==> config.mk <==
export PLATFORM = sky130hd
export DESIGN_NAME = reddest_pixel_locator_top
export DESIGN_NICKNAME = d
export VERILOG_FILES = /design/src/sv/rpl_pkg.sv /design/src/sv/reddest_pixel_locator_top.sv
export SDC_FILE = /design/constraint.sdc
export NUM_CORES = 1
export LEC_CHECK = 0
export BUFFER_PORTS_ARGS = -buffer_cell sky130_fd_sc_hd__buf_4
export CORE_UTILIZATION = 63
export CTS_CLUSTER_DIAMETER = 120
export DETAILED_ROUTE_END_ITERATION = 6
export MAX_ROUTING_LAYER = met4
export PLACE_DENSITY = 0.83
export SLEW_MARGIN = 20
export SYNTH_ARGS = -nofsm -noshare
export SYNTH_HDL_FRONTEND = slang
export SYNTH_SLANG_ARGS = --single-unit
export TNS_END_PERCENT = 100
==> constraint.sdc <==
create_clock -name aclk -period 8.9 [get_ports aclk]
set_input_delay 0.89 -clock aclk [delete_from_list [all_inputs] [get_ports aclk]]
set_output_delay 0.89 -clock aclk [all_outputs]
set_load 0.01 [all_outputs]
==> src/sv/rpl_pkg.sv <==
// Shared widths, limits and steer codes for the reddest pixel locator.
package rpl_pkg;

    localparam int COLOR_W   = 8;
    localparam int DIST_W    = 18;
    localparam int POS_W     = 11;
    localparam int WIDTH_W   = 12;
    localparam int PROD_W    = 16;

    localparam logic [WIDTH_W-1:0] MAX_COLS    = 12'd2048;
    localparam logic [POS_W-1:0]   ROW_LAST    = 11'd2047;
    localparam logic [WIDTH_W-1:0] WIDTH_RESET = 12'd640;
    localparam logic [DIST_W-1:0]  DIST_NONE   = '1;
    localparam logic [DIST_W-1:0]  DIST_MAX    = 18'd195075;

    typedef enum logic [1:0] {
        STEER_STRAIGHT = 2'd0,
        STEER_LEFT     = 2'd1,
        STEER_RIGHT    = 2'd2
    } steer_t;

endpackage

==> src/sv/reddest_pixel_locator_top.sv <==
// Reddest pixel locator: per-frame search for the pixel nearest pure red.
//
// Usage: pixels stream in raster order on the s_ channel (valid/ready), one
// beat per pixel with blue, green, red and a last-of-frame flag. Row and
// column come from internal counters that wrap at frame_width (written via
// cfg_wr_en/cfg_wr_data while idle; zero acts as 1, values above 2048 cap).
// On the last beat of a frame one result beat leaves on the m_ channel with
// the winning row, column, its squared distance and a steer code.
// Throughput: one pixel per cycle while s_ready stays high, set by the four-register
// pipe (input, distance, result pending, output).
// Path: a last pixel passes the input, distance and result-pending registers and
// shows its result on m_valid from the output register.
// Stall: while m_ready is low the result holds; earlier stages keep filling
// and non-last pixels keep draining into the search, so s_ready drops only
// when a third last-of-frame beat backs up behind two held results.
// Reset: aresetn (synchronous, active low) empties the pipe, clears the
// search and counters and sets frame_width to 640.
module reddest_pixel_locator_top (
    input  logic                        aclk,
    input  logic                        aresetn,
    input  logic                        cfg_wr_en,
    input  logic [rpl_pkg::WIDTH_W-1:0] cfg_wr_data,
    input  logic                        s_valid,
    output logic                        s_ready,
    input  logic [rpl_pkg::COLOR_W-1:0] s_blue,
    input  logic [rpl_pkg::COLOR_W-1:0] s_green,
    input  logic [rpl_pkg::COLOR_W-1:0] s_red,
    input  logic                        s_last_pixel,
    output logic                        m_valid,
    input  logic                        m_ready,
    output logic [rpl_pkg::POS_W-1:0]   m_peak_row,
    output logic [rpl_pkg::POS_W-1:0]   m_peak_col,
    output logic [1:0]                  m_steer,
    output logic [rpl_pkg::DIST_W-1:0]  m_best_distance
);
    import rpl_pkg::*;

    logic [WIDTH_W-1:0] frame_width_reg;
    logic [WIDTH_W-1:0] w_eff;

    // raster position counters
    logic [POS_W-1:0] cur_row_reg, cur_row_next;
    logic [POS_W-1:0] cur_col_reg, cur_col_next;

    // stage 1: input beat
    logic               v1_reg;
    logic [COLOR_W-1:0] blue1_reg, green1_reg, red1_reg;
    logic               last1_reg;
    logic [POS_W-1:0]   row1_reg, col1_reg;

    // stage 2: distance
    logic               v2_reg;
    logic [DIST_W-1:0]  dist2_reg;
    logic               last2_reg;
    logic [POS_W-1:0]   row2_reg, col2_reg;

    // search state
    logic [DIST_W-1:0]  min_dist_reg;
    logic [POS_W-1:0]   best_row_reg, best_col_reg;

    // stage 3: result pending
    logic               v3_reg;
    logic [DIST_W-1:0]  dist3_reg;
    logic [POS_W-1:0]   row3_reg, col3_reg;
    logic [WIDTH_W-1:0] w3_reg;

    // stage 4: output
    logic               v4_reg;
    logic [DIST_W-1:0]  dist4_reg;
    logic [POS_W-1:0]   row4_reg, col4_reg;
    steer_t             steer4_reg, steer_next;

    logic s_fire, ready1, ready2, ready3, ready4;
    logic fire1, fire2, fire3;

    logic [COLOR_W-1:0] dr;
    logic [DIST_W-1:0]  dist_calc;
    logic               better;
    logic [DIST_W-1:0]  win_dist;
    logic [POS_W-1:0]   win_row, win_col;
    logic [PROD_W-1:0]  col_x20, w_x9, w_x11;

    // Handshake chain: each stage frees when its beat moves on.
    assign ready4 = !v4_reg || m_ready;
    assign fire3  = v3_reg && ready4;
    assign ready3 = !v3_reg || ready4;
    assign fire2  = v2_reg && (!last2_reg || ready3);
    assign ready2 = !v2_reg || fire2;
    assign fire1  = v1_reg && ready2;
    assign ready1 = !v1_reg || ready2;
    assign s_ready = ready1;
    assign s_fire  = s_valid && ready1;

    always_comb begin
        if (frame_width_reg == '0) begin
            w_eff = WIDTH_W'(1);
        end else if (frame_width_reg > MAX_COLS) begin
            w_eff = MAX_COLS;
        end else begin
            w_eff = frame_width_reg;
        end
    end

    always_comb begin
        cur_row_next = cur_row_reg;
        cur_col_next = cur_col_reg;
        if (s_last_pixel) begin
            cur_row_next = '0;
            cur_col_next = '0;
        end else if ({1'b0, cur_col_reg} + WIDTH_W'(1) >= w_eff) begin
            cur_col_next = '0;
            if (cur_row_reg < ROW_LAST) begin
                cur_row_next = cur_row_reg + POS_W'(1);
            end
        end else begin
            cur_col_next = cur_col_reg + POS_W'(1);
        end
    end

    assign dr        = 8'd255 - red1_reg;
    assign dist_calc = {2'b00, {8'd0, dr} * {8'd0, dr}}
                     + {2'b00, {8'd0, green1_reg} * {8'd0, green1_reg}}
                     + {2'b00, {8'd0, blue1_reg} * {8'd0, blue1_reg}};

    // strict compare keeps the earliest pixel on a tie
    assign better   = dist2_reg < min_dist_reg;
    assign win_dist = better ? dist2_reg : min_dist_reg;
    assign win_row  = better ? row2_reg  : best_row_reg;
    assign win_col  = better ? col2_reg  : best_col_reg;

    assign col_x20 = PROD_W'(col3_reg) * PROD_W'(20);
    assign w_x9    = PROD_W'(w3_reg) * PROD_W'(9);
    assign w_x11   = PROD_W'(w3_reg) * PROD_W'(11);

    always_comb begin
        if (col_x20 < w_x9) begin
            steer_next = STEER_LEFT;
        end else if (col_x20 > w_x11) begin
            steer_next = STEER_RIGHT;
        end else begin
            steer_next = STEER_STRAIGHT;
        end
    end

    // control state
    always_ff @(posedge aclk) begin
        if (!aresetn) begin
            frame_width_reg <= WIDTH_RESET;
            cur_row_reg     <= '0;
            cur_col_reg     <= '0;
            v1_reg          <= 1'b0;
            v2_reg          <= 1'b0;
            v3_reg          <= 1'b0;
            v4_reg          <= 1'b0;
            min_dist_reg    <= DIST_NONE;
            best_row_reg    <= '0;
            best_col_reg    <= '0;
        end else begin
            if (cfg_wr_en) begin
                frame_width_reg <= cfg_wr_data;
            end
            if (s_fire) begin
                cur_row_reg <= cur_row_next;
                cur_col_reg <= cur_col_next;
            end
            if (ready1) begin
                v1_reg <= s_valid;
            end
            if (ready2) begin
                v2_reg <= fire1;
            end
            if (fire2 && last2_reg) begin
                v3_reg <= 1'b1;
            end else if (fire3) begin
                v3_reg <= 1'b0;
            end
            if (fire3) begin
                v4_reg <= 1'b1;
            end else if (m_ready) begin
                v4_reg <= 1'b0;
            end
            if (fire2) begin
                if (last2_reg) begin
                    min_dist_reg <= DIST_NONE;
                    best_row_reg <= '0;
                    best_col_reg <= '0;
                end else begin
                    min_dist_reg <= win_dist;
                    best_row_reg <= win_row;
                    best_col_reg <= win_col;
                end
            end
        end
    end

    // payload
    always_ff @(posedge aclk) begin
        if (s_fire) begin
            blue1_reg  <= s_blue;
            green1_reg <= s_green;
            red1_reg   <= s_red;
            last1_reg  <= s_last_pixel;
            row1_reg   <= cur_row_reg;
            col1_reg   <= cur_col_reg;
        end
        if (fire1) begin
            dist2_reg <= dist_calc;
            last2_reg <= last1_reg;
            row2_reg  <= row1_reg;
            col2_reg  <= col1_reg;
        end
        if (fire2 && last2_reg) begin
            dist3_reg <= win_dist;
            row3_reg  <= win_row;
            col3_reg  <= win_col;
            w3_reg    <= w_eff;
        end
        if (fire3) begin
            dist4_reg  <= dist3_reg;
            row4_reg   <= row3_reg;
            col4_reg   <= col3_reg;
            steer4_reg <= steer_next;
        end
    end

    assign m_valid         = v4_reg;
    assign m_peak_row      = row4_reg;
    assign m_peak_col      = col4_reg;
    assign m_steer         = steer4_reg;
    assign m_best_distance = dist4_reg;

    a_dist_in_range: assert property (@(posedge aclk) disable iff (!aresetn)
        m_valid |-> m_best_distance <= DIST_MAX)
        else $error("result distance above the largest possible");

    a_steer_code: assert property (@(posedge aclk) disable iff (!aresetn)
        m_valid |-> (m_steer != 2'd3))
        else $error("steer code out of range");

    a_result_from_last: assert property (@(posedge aclk) disable iff (!aresetn)
        $rose(v3_reg) |-> $past(v2_reg && last2_reg))
        else $error("pending result without a last-of-frame beat");

    a_last_clears_pos: assert property (@(posedge aclk) disable iff (!aresetn)
        (s_fire && s_last_pixel) |=> (cur_row_reg == '0 && cur_col_reg == '0))
        else $error("position counters not cleared after last beat");

    a_search_cleared: assert property (@(posedge aclk) disable iff (!aresetn)
        (fire2 && last2_reg) |=> (min_dist_reg == DIST_NONE))
        else $error("search not cleared after frame end");

endmodule

# [Yosys cells after proc, flatten, opt, wreduce, memory -nomap -nowiden]
# Cells that the tools add are included.
[totals] mem_count=0 ff_bits=260 input_bits=42 latch_bits=0 ram_bits=0 elab_cells=85 mem_bits_ro=0
[op_classes] div=0 n_eq_ne=0 shift=0 n_mul=6 magnitude_cmp=6 addsub=6 n_bitwise=0 n_mux=18 n_reduce_logical=21
[ops] operator="$mux 11" n=9
[ops] operator="$mul 8x8->16" n=3
[ops] operator="$mux 18" n=2
[ops] operator="$mul 12x4->16 const B" n=2
[ops] operator="$mux 12" n=2
[ops] operator="$add 11x1->11 const B" n=2
[ops] operator="$add 17x16->18" n=1
[ops] operator="$lt 18x18->1" n=1
[ops] operator="$add 16x16->17" n=1
[ops] operator="$gt 16x16->1" n=1
[ops] operator="$lt 16x16->1" n=1
[ops] operator="$mul 11x3->14 const B" n=1
[ops] operator="$add 11x1->12 const B" n=1
[ops] operator="$ge 12x12->1" n=1
[ops] operator="$gt 12x12->1 const B" n=1
[ops] operator="$logic_not 12->1" n=1
[ops] operator="$lt 11x11->1 const B" n=1
[ops] operator="$reduce_bool 2->1" n=4
[ops] operator="$sub 8x8->8 const A" n=1
[ops] operator="$logic_and 1x1->1" n=5
[ops] operator="$logic_not 1->1" n=5
[ops] operator="$logic_or 1x1->1" n=5
[ops] operator="$mux 1" n=4
[ops] operator="$reduce_and 3->1" n=1
[ops] operator="$mux 2" n=1

# [Logic depth before layout (Yosys ltp)]
# Gate-level depths: netlist (run 1).
[logic_depth] word_depth=9 depth_mapped=22 mapped_depth_nobuf=22

# [Least setup slack after synthesis (run 1)]
# OpenSTA, ideal clock, no wires.
[synth_path] kind="reg2reg" start="register red1_reg[5]" end="register dist2_reg[16] (data pin)" setup_time_ns=0.258 setup_slack_ns=2.440 stages_incl_launch_ff=22 period_less_slack_ns=6.460 arrival_ns=6.202 cell_sequence="edfxtp_1 or2_2 fa_1 inv_1 fa_1 inv_1 fa_1 fa_1 inv_1 fa_1 inv_1 fa_1 fa_1 inv_1 ha_1 a21oi_1 nor2b_1 a311o_1 a311o_1 a31o_2 a21oi_1 xnor2_1"
[synth_between] elab_chain_cells=4
[synth_rtl] element="from (decl)" line_no="reddest_pixel_locator_top.sv:47" rtl="logic [COLOR_W-1:0] blue1_reg, green1_reg, red1_reg;"
[synth_rtl] element="from (signal assigned)" line_no="reddest_pixel_locator_top.sv:201" rtl="red1_reg <= s_red;"
[synth_rtl] element="$sub 8x8->8" line_no="reddest_pixel_locator_top.sv:120" rtl="assign dr = 8'd255 - red1_reg;"
[synth_rtl] element="$mul 8x8->16" line_no="reddest_pixel_locator_top.sv:121" rtl="assign dist_calc = {2'b00, {8'd0, dr} * {8'd0, dr}}"
[synth_rtl] element="$add 16x16->17" line_no="reddest_pixel_locator_top.sv:122" rtl="+ {2'b00, {8'd0, green1_reg} * {8'd0, green1_reg}}"
[synth_rtl] element="$add 17x16->18" line_no="reddest_pixel_locator_top.sv:123" rtl="+ {2'b00, {8'd0, blue1_reg} * {8'd0, blue1_reg}};"
[synth_rtl] element="via dist_calc[16]" line_no="reddest_pixel_locator_top.sv:77" rtl="logic [DIST_W-1:0] dist_calc;"
[synth_rtl] element="to (signal assigned)" line_no="reddest_pixel_locator_top.sv:207" rtl="dist2_reg <= dist_calc;"
[synth_rtl] element="to (decl)" line_no="reddest_pixel_locator_top.sv:53" rtl="logic [DIST_W-1:0] dist2_reg;"
# The timed path passes the listed nets, and every way through them passes these cells.
# A chain may end at the register's enable or synchronous reset.

# [Final worst setup path (run 1)]
# Same ends and word-level chain as after synthesis.

==> results of run 1 <==
## critical path: stages (launching register included)
cell,delay (ns)
edfxtp_1,0.53
or2_2,0.39
fa_1,0.54
inv_1,0.06
fa_1,0.52
inv_1,0.06
fa_1,0.48
fa_1,0.54
inv_1,0.05
fa_1,0.47
inv_1,0.06
fa_1,0.50
fa_1,0.54
inv_1,0.04
ha_1,0.35
a21oi_1,0.15
nor2b_1,0.06
a311o_1,0.35
a311o_1,0.37
a31o_2,0.25
a21oi_1,0.19
xnor2_1,0.09
## power by group
| part | switching [mW] | total, mW | leakage (nW) | internal [mW] |
|---|---|---|---|---|
| clock network | 0.462 | 1.11 | 0.426 | 0.652 |
| logic | 3.03 | 5.48 | 6.54 | 2.45 |
| registers | 0.0704 | 1.74 | 2.36 | 1.67 |
| total | 3.56 | 8.34 | 9.32 | 4.77 |
## area by class of cell
class,instances,area [µm²]
Tap cell,378,473.0
Sequential cell,260,7027
Clock inverter,9,123.9
Inverter,294,1104
Multi-Input combinational cell,1033,9764
Fill cell,1938,8050
Clock buffer,41,758.2
Timing Repair Buffer,92,710.7
## worst max-delay path by stage
stage	startpoint	to	slack (ns)	depth (start not counted)
2_1_floorplan	red1_reg[5]$_DFFE_PP_	dist2_reg[16]$_DFFE_PP_	2.44	21
3_3_place_gp	red1_reg[5]$_DFFE_PP_	dist2_reg[16]$_DFFE_PP_	2.27	21
3_5_place_dp	red1_reg[5]$_DFFE_PP_	dist2_reg[16]$_DFFE_PP_	2.10	21
4_1_cts	red1_reg[5]$_DFFE_PP_	dist2_reg[16]$_DFFE_PP_	2.08	21
5_1_grt	red1_reg[5]$_DFFE_PP_	dist2_reg[16]$_DFFE_PP_	1.82	21
6_report	red1_reg[5]$_DFFE_PP_	dist2_reg[16]$_DFFE_PP_	2.09	21
## cells in the mapped netlist, drive strengths merged (3+ instances only)
master	instances
o21a	10
nand3b	20
nand2b	4
or3	3
a211o	4
buf	18
a21oi	50
o31a	4
o21bai	4
o41ai	4
a21o	27
nand3	39
o211ai	7
a41oi	3
ha	203
or4	6
and3	11
a31oi	8
o21ai	59
a21boi	8
nor3	8
fa	144
mux2	23
a2111oi	3
nand2	109
edfxtp	182
inv	294
nor2b	20
nor2	69
dfxtp	78
mux2i	13
a22o	22
and2	36
nor4	5
xor2	19
or2	16
clkbuf	15
nand4	13
xnor2	33
a211oi	7
## routing by layer
layer  GRT usage, %  vias to the layer above  routed length (µm)
met2          43.53                      287               17630
met5              -                        -                   0
met4          8.307                        0                 973
met1          31.40                     5718               14870
met3          3.359                       75                1638
li1               -                     5672                   -
## cell usage in the layout, fill, tap and decap left out, types with 48 or more instances in the layout
cell type,count
nand2_1,108
o21ai_0,53
ha_1,203
dfxtp_1,78
nor2_1,68
edfxtp_1,182
buf_4,91
inv_1,293
a21oi_1,48
fa_1,144
## cell families (layout without fill, tap and decap cells)
group / count (synthesis) / after routing / synth area share, %
buffers and inverters: 327 / 436 / 7.093
flip-flops: 260 / 260 / 38.94
adder cells (fa/ha/maj): 347 / 347 / 30.05
AO/OA/AOI/OAI: 233 / 233 / 8.848
multiplexers: 36 / 36 / 2.156
AND/OR/NAND/NOR: 365 / 365 / 10.39
XOR/XNOR: 52 / 52 / 2.524
## through the flow
stage	power, mW	area, µm²	hold WS, ns
after floorplan	5.990	18040	0.4003
after global placement	6.936	19040	0.4015
after detailed placement	7.192	19070	0.4051
after CTS	8.338	19960	0.4159
after global routing	9.100	19960	0.4198
final	8.335	19960	0.4125
==> results_dict.tcl, run 1 <==
set metrics [dict create \
    status "completed" \
    antenna_found_initial 0 \
    cts-root-buf "clkbuf_16" \
    ioPinCount 86 \
    viasPerCell 5.578 \
    num_vias 11750 \
    timing.final.hold_violations 0 \
    hold_end "row2_reg[4]$_DFFE_PP_" \
    post-place-cells 2057 \
    finalSetupTns_ns 0 \
    avgRoutedWirePerCell_um 16.67 \
    antenna_cells 0 \
    grt_pass1_vias 12050 \
    synth_largest_area_cell "edfxtp_1" \
    holdPathStages 0 \
    path_clk_slew_ns 0.06 \
    die_area_um2 29320 \
    synth_edf_count 182 \
    endpoint_kind "flop" \
    post-cts-setup-buffer-count 0 \
    worstSetupPathType "reg -> reg" \
    worst_slack_ns 2.087 \
    drt_iter0_drc 669 \
    r2r_slack_ns 2.09 \
    die_h_um 171.2 \
    hold_class "reg -> reg" \
    syn_area_per_cell_um2 11.14 \
    hold_start "row1_reg[4]$_DFFE_PP_" \
    arrival_ns 7.10 \
    cts.sinks 260 \
    skew_ns 0.01038 \
    synth.top_cell.area_share_pct 30.29 \
    synth-warning-count 0 \
    cts_buffers 27 \
    reg2reg_depth 21 \
    layout.nets 2097 \
    grt_use_total_pct 25.47 \
    netlist_instances 1620 \
    synthFlopType "edfxtp_1" \
    coreArea_um2 28010 \
    netlist-cell-type-count 71 \
    final_util_pct 71.26 \
    max_freq_mhz 146.8 \
    async_reset_ff_share_pct 0 \
    die_w_um 171.2 \
    rsz0062_at_grt "no" \
    wirelength_um 35120 \
    cp_max_fo 9 \
    grt_start_max_net_pins 53 \
    firstDrtPassIters 5 \
    syn_to_final_growth_pct 10.62 \
    vdd_drop_max_v 0.0008854 \
    p_leak_nw 9.323 \
    clk_path_buf_depth 3 \
    fin_crit_sh_pct 76.55 \
    dp_hpwl_um 27350 \
    period_minus_slack_ns 6.813 \
    rows 61 \
    worst_pin_slew_ns 0.8396 \
    overflow 0 \
    drc 0 \
    slew-limit-headroom_pct 43.85 \
    netlist_area_um2 18040 \
    syn_nets 2009 \
    p_per_area_nw_per_um2 417.6 \
    maxCapViolations 0 \
    layout-drive-gt1-share_pct 11.10 \
    worstPathRequired_ns 9.19 \
    ant_nets 0 \
    r2r-end "dist2_reg[16]$_DFFE_PP_" \
    place_ws_ns 2.096 \
    start_util_pct 64.42 \
    cts_resized 0 \
    setup.worst_path.start_class "flop" \
    ys_ff_latch 260 \
    gp_congestion 0.8792 \
    slew_violations 0 \
    fin_cells 2107 \
    synthTopCellsByArea "edfxtp_1 (30%), fa_1 (16%), ha_1 (14%), dfxtp_1 (8.7%), inv_1 (6.1%)" \
    port_buffers 85 \
    cts.htree.levels 1 \
    clock_latency_ns 0.55 \
    cts_tree "done" \
    hold_buffers 0 \
    setup-violations-final 0 \
    seq_area_frac_synth_pct 38.94 \
    grt_pass1_wl_um 56940 \
    r2r_start "red1_reg[5]$_DFFE_PP_" \
]
No activity file was read; power rests on OpenSTA's default activity.
==> run 2: changes to the inputs <==
clock period = 7 ns   (was 8.9 ns; I/O delays follow)
==> run 2 against run 1 <==
Effect of this change: final cell count up 0.19%; sequential share of layout area decreased by 0.17 points; non-clock buffer count increased by 4; routed wire length rose by 3.1%; sequential cell count unchanged; clock-buffer cell count down 6; global-route usage is 1.2 points higher; register-to-register slack worse by 1.9 ns; critical path depth unchanged; first-iteration DRC count shrank 1.0%.
==> results_dict.tcl, run 2 (synthesis results as in run 1) <==
set metrics [dict create \
    status "completed" \
    skew_ns 0.01605 \
    drc 0 \
    arrival_ns 7.07 \
    gp_congestion 0.8803 \
    drt_iter0_drc 662 \
    crit_top_cell "fa_1" \
    start_util_pct 64.42 \
    die_w_um 171.2 \
    cts_tree "done" \
    syn_to_final_growth_pct 11.16 \
    hold_buffers 0 \
    clk_path_buf_depth 3 \
    clock_latency_ns 0.54 \
    layout-drive-gt1-share_pct 11.71 \
    cts.sinks 260 \
    worst_slack_ns 0.2036 \
    firstDrtPassIters 5 \
    viasPerCell 5.628 \
    antenna_cells 0 \
    cp.buffers_inverters 5 \
    cts_resized 0 \
    cpLargestDelayFamily "adder cells" \
    post-place-cells 2059 \
    slowest_delay_ns 0.56 \
    ff_latch_area_um2 7027 \
    final_cell_mix "inv_1 (293), ha_1 (203), edfxtp_1 (182)" \
    grt_pass1_vias 12510 \
    timing.final.hold_violations 0 \
    die_h_um 171.2 \
    rows 61 \
    max_freq_mhz 147.1 \
    cts_buffers 27 \
    finalSetupTns_ns 0 \
    worstSetupPathType "reg -> reg" \
    port_buffers 85 \
    place_ws_ns 0.1991 \
    setup.worst_path.start_class "flop" \
    grt_pass1_wl_um 59860 \
    worstPathRequired_ns 7.28 \
    grt_use_total_pct 26.71 \
    post-cts-setup-buffer-count 0 \
    worst_pin_slew_ns 0.8432 \
    slowest_stage "fa_1" \
    overflow 0 \
    ant_nets 0 \
    fin_crit_sh_pct 97.09 \
    grt_start_max_net_pins 53 \
    avgRoutedWirePerCell_um 17.15 \
    antenna_found_initial 0 \
    dp_hpwl_um 28150 \
    endpoint_kind "flop" \
    multi_input_area_um2 9768 \
    path_clk_slew_ns 0.06 \
    cts-root-buf "clkbuf_16" \
    period_minus_slack_ns 6.796 \
    layout.nets 2101 \
    ioPinCount 86 \
    rsz0062_at_grt "no" \
    num_vias 11880 \
    fin_cells 2111 \
    hold_class "in -> reg" \
    cts.htree.levels 1 \
    setup-violations-final 0 \
    coreArea_um2 28010 \
    fill_cells 1903 \
    crit_chain "or2_2 -> fa_1 -> inv_1 -> fa_1 -> inv_1 -> fa_1 -> fa_1 -> inv_1 -> fa_1 -> inv_1 -> fa_1 -> fa_1 -> inv_1 -> ha_1 -> a21oi_1 -> nor2b_1 -> a311o_1 -> a311o_1 -> a31o_2 -> a21oi_1 -> xnor2_1" \
    cp_max_fo 7 \
    maxCapViolations 0 \
    slew-limit-headroom_pct 43.61 \
    die_area_um2 29320 \
    layout_commonest_cell "inv_1" \
    wirelength_um 36200 \
    slew_violations 0 \
]
run 2: cell types whose count changed in the layout (fill, tap and decap cells not counted), sizes merged:
| cell | delta |
|---|---|
| clkbuf | -6 |
| bufinv | +1 |
| buf | +4 |
| inv | +5 |
run 2: final cells by class:
cell class	count	share of cell area (%)
Clock buffer	35	3.824
Clock inverter	15	0.8920
Inverter	294	5.502
Multi-Input combinational cell	1033	48.70
Sequential cell	260	35.03
Tap cell	378	2.358
Timing Repair Buffer	96	3.693
run 2: path summary, 6_finish.rpt:
check	startpoint	endpoint	slack, ns	cells past startpoint
min	s_green[2]	green1_reg[2]$_DFFE_PP_	0.34	1
max	red1_reg[1]$_DFFE_PP_	dist2_reg[16]$_DFFE_PP_	0.20	21
min reg2reg	dist3_reg[17]$_DFFE_PP_	m_best_distance[17]$_DFFE_PP_	0.41	0
max reg2reg	red1_reg[1]$_DFFE_PP_	dist2_reg[16]$_DFFE_PP_	0.20	21
run 2: layer usage:
layer	global-route usage, %	wire length, µm
met1	32.97	15350
met2	45.79	18080
met3	2.853	1542
met4	9.472	1232
met5	-	0
run 2: per-stage QoR:
stage                     hold WS [ns]  cell area, µm²  util, %
after floorplan                 0.4003           18040        -
after global placement          0.4016           19060    68.05
after detailed placement        0.4045           19090    68.16
after CTS                       0.3155           20040    71.54
after global routing            0.3259           20060    71.61
final                           0.3360           20060    71.61
run 2: worst register-to-register path: cells and delay by family (launching register included):
| family | cells | cell delay (ns) |
|---|---|---|
| buffers and inverters | 5 | 0.28 |
| flip-flops | 1 | 0.46 |
| AO/OA/AOI/OAI | 5 | 1.32 |
| adder cells (fa/ha/maj) | 8 | 3.97 |
| AND/OR/NAND/NOR | 2 | 0.43 |
| XOR/XNOR | 1 | 0.09 |
Power of run 2 is left out: the tool's default activity adds up to more than one toggle a clock period on the data nets, which glitch-free logic cannot reach.
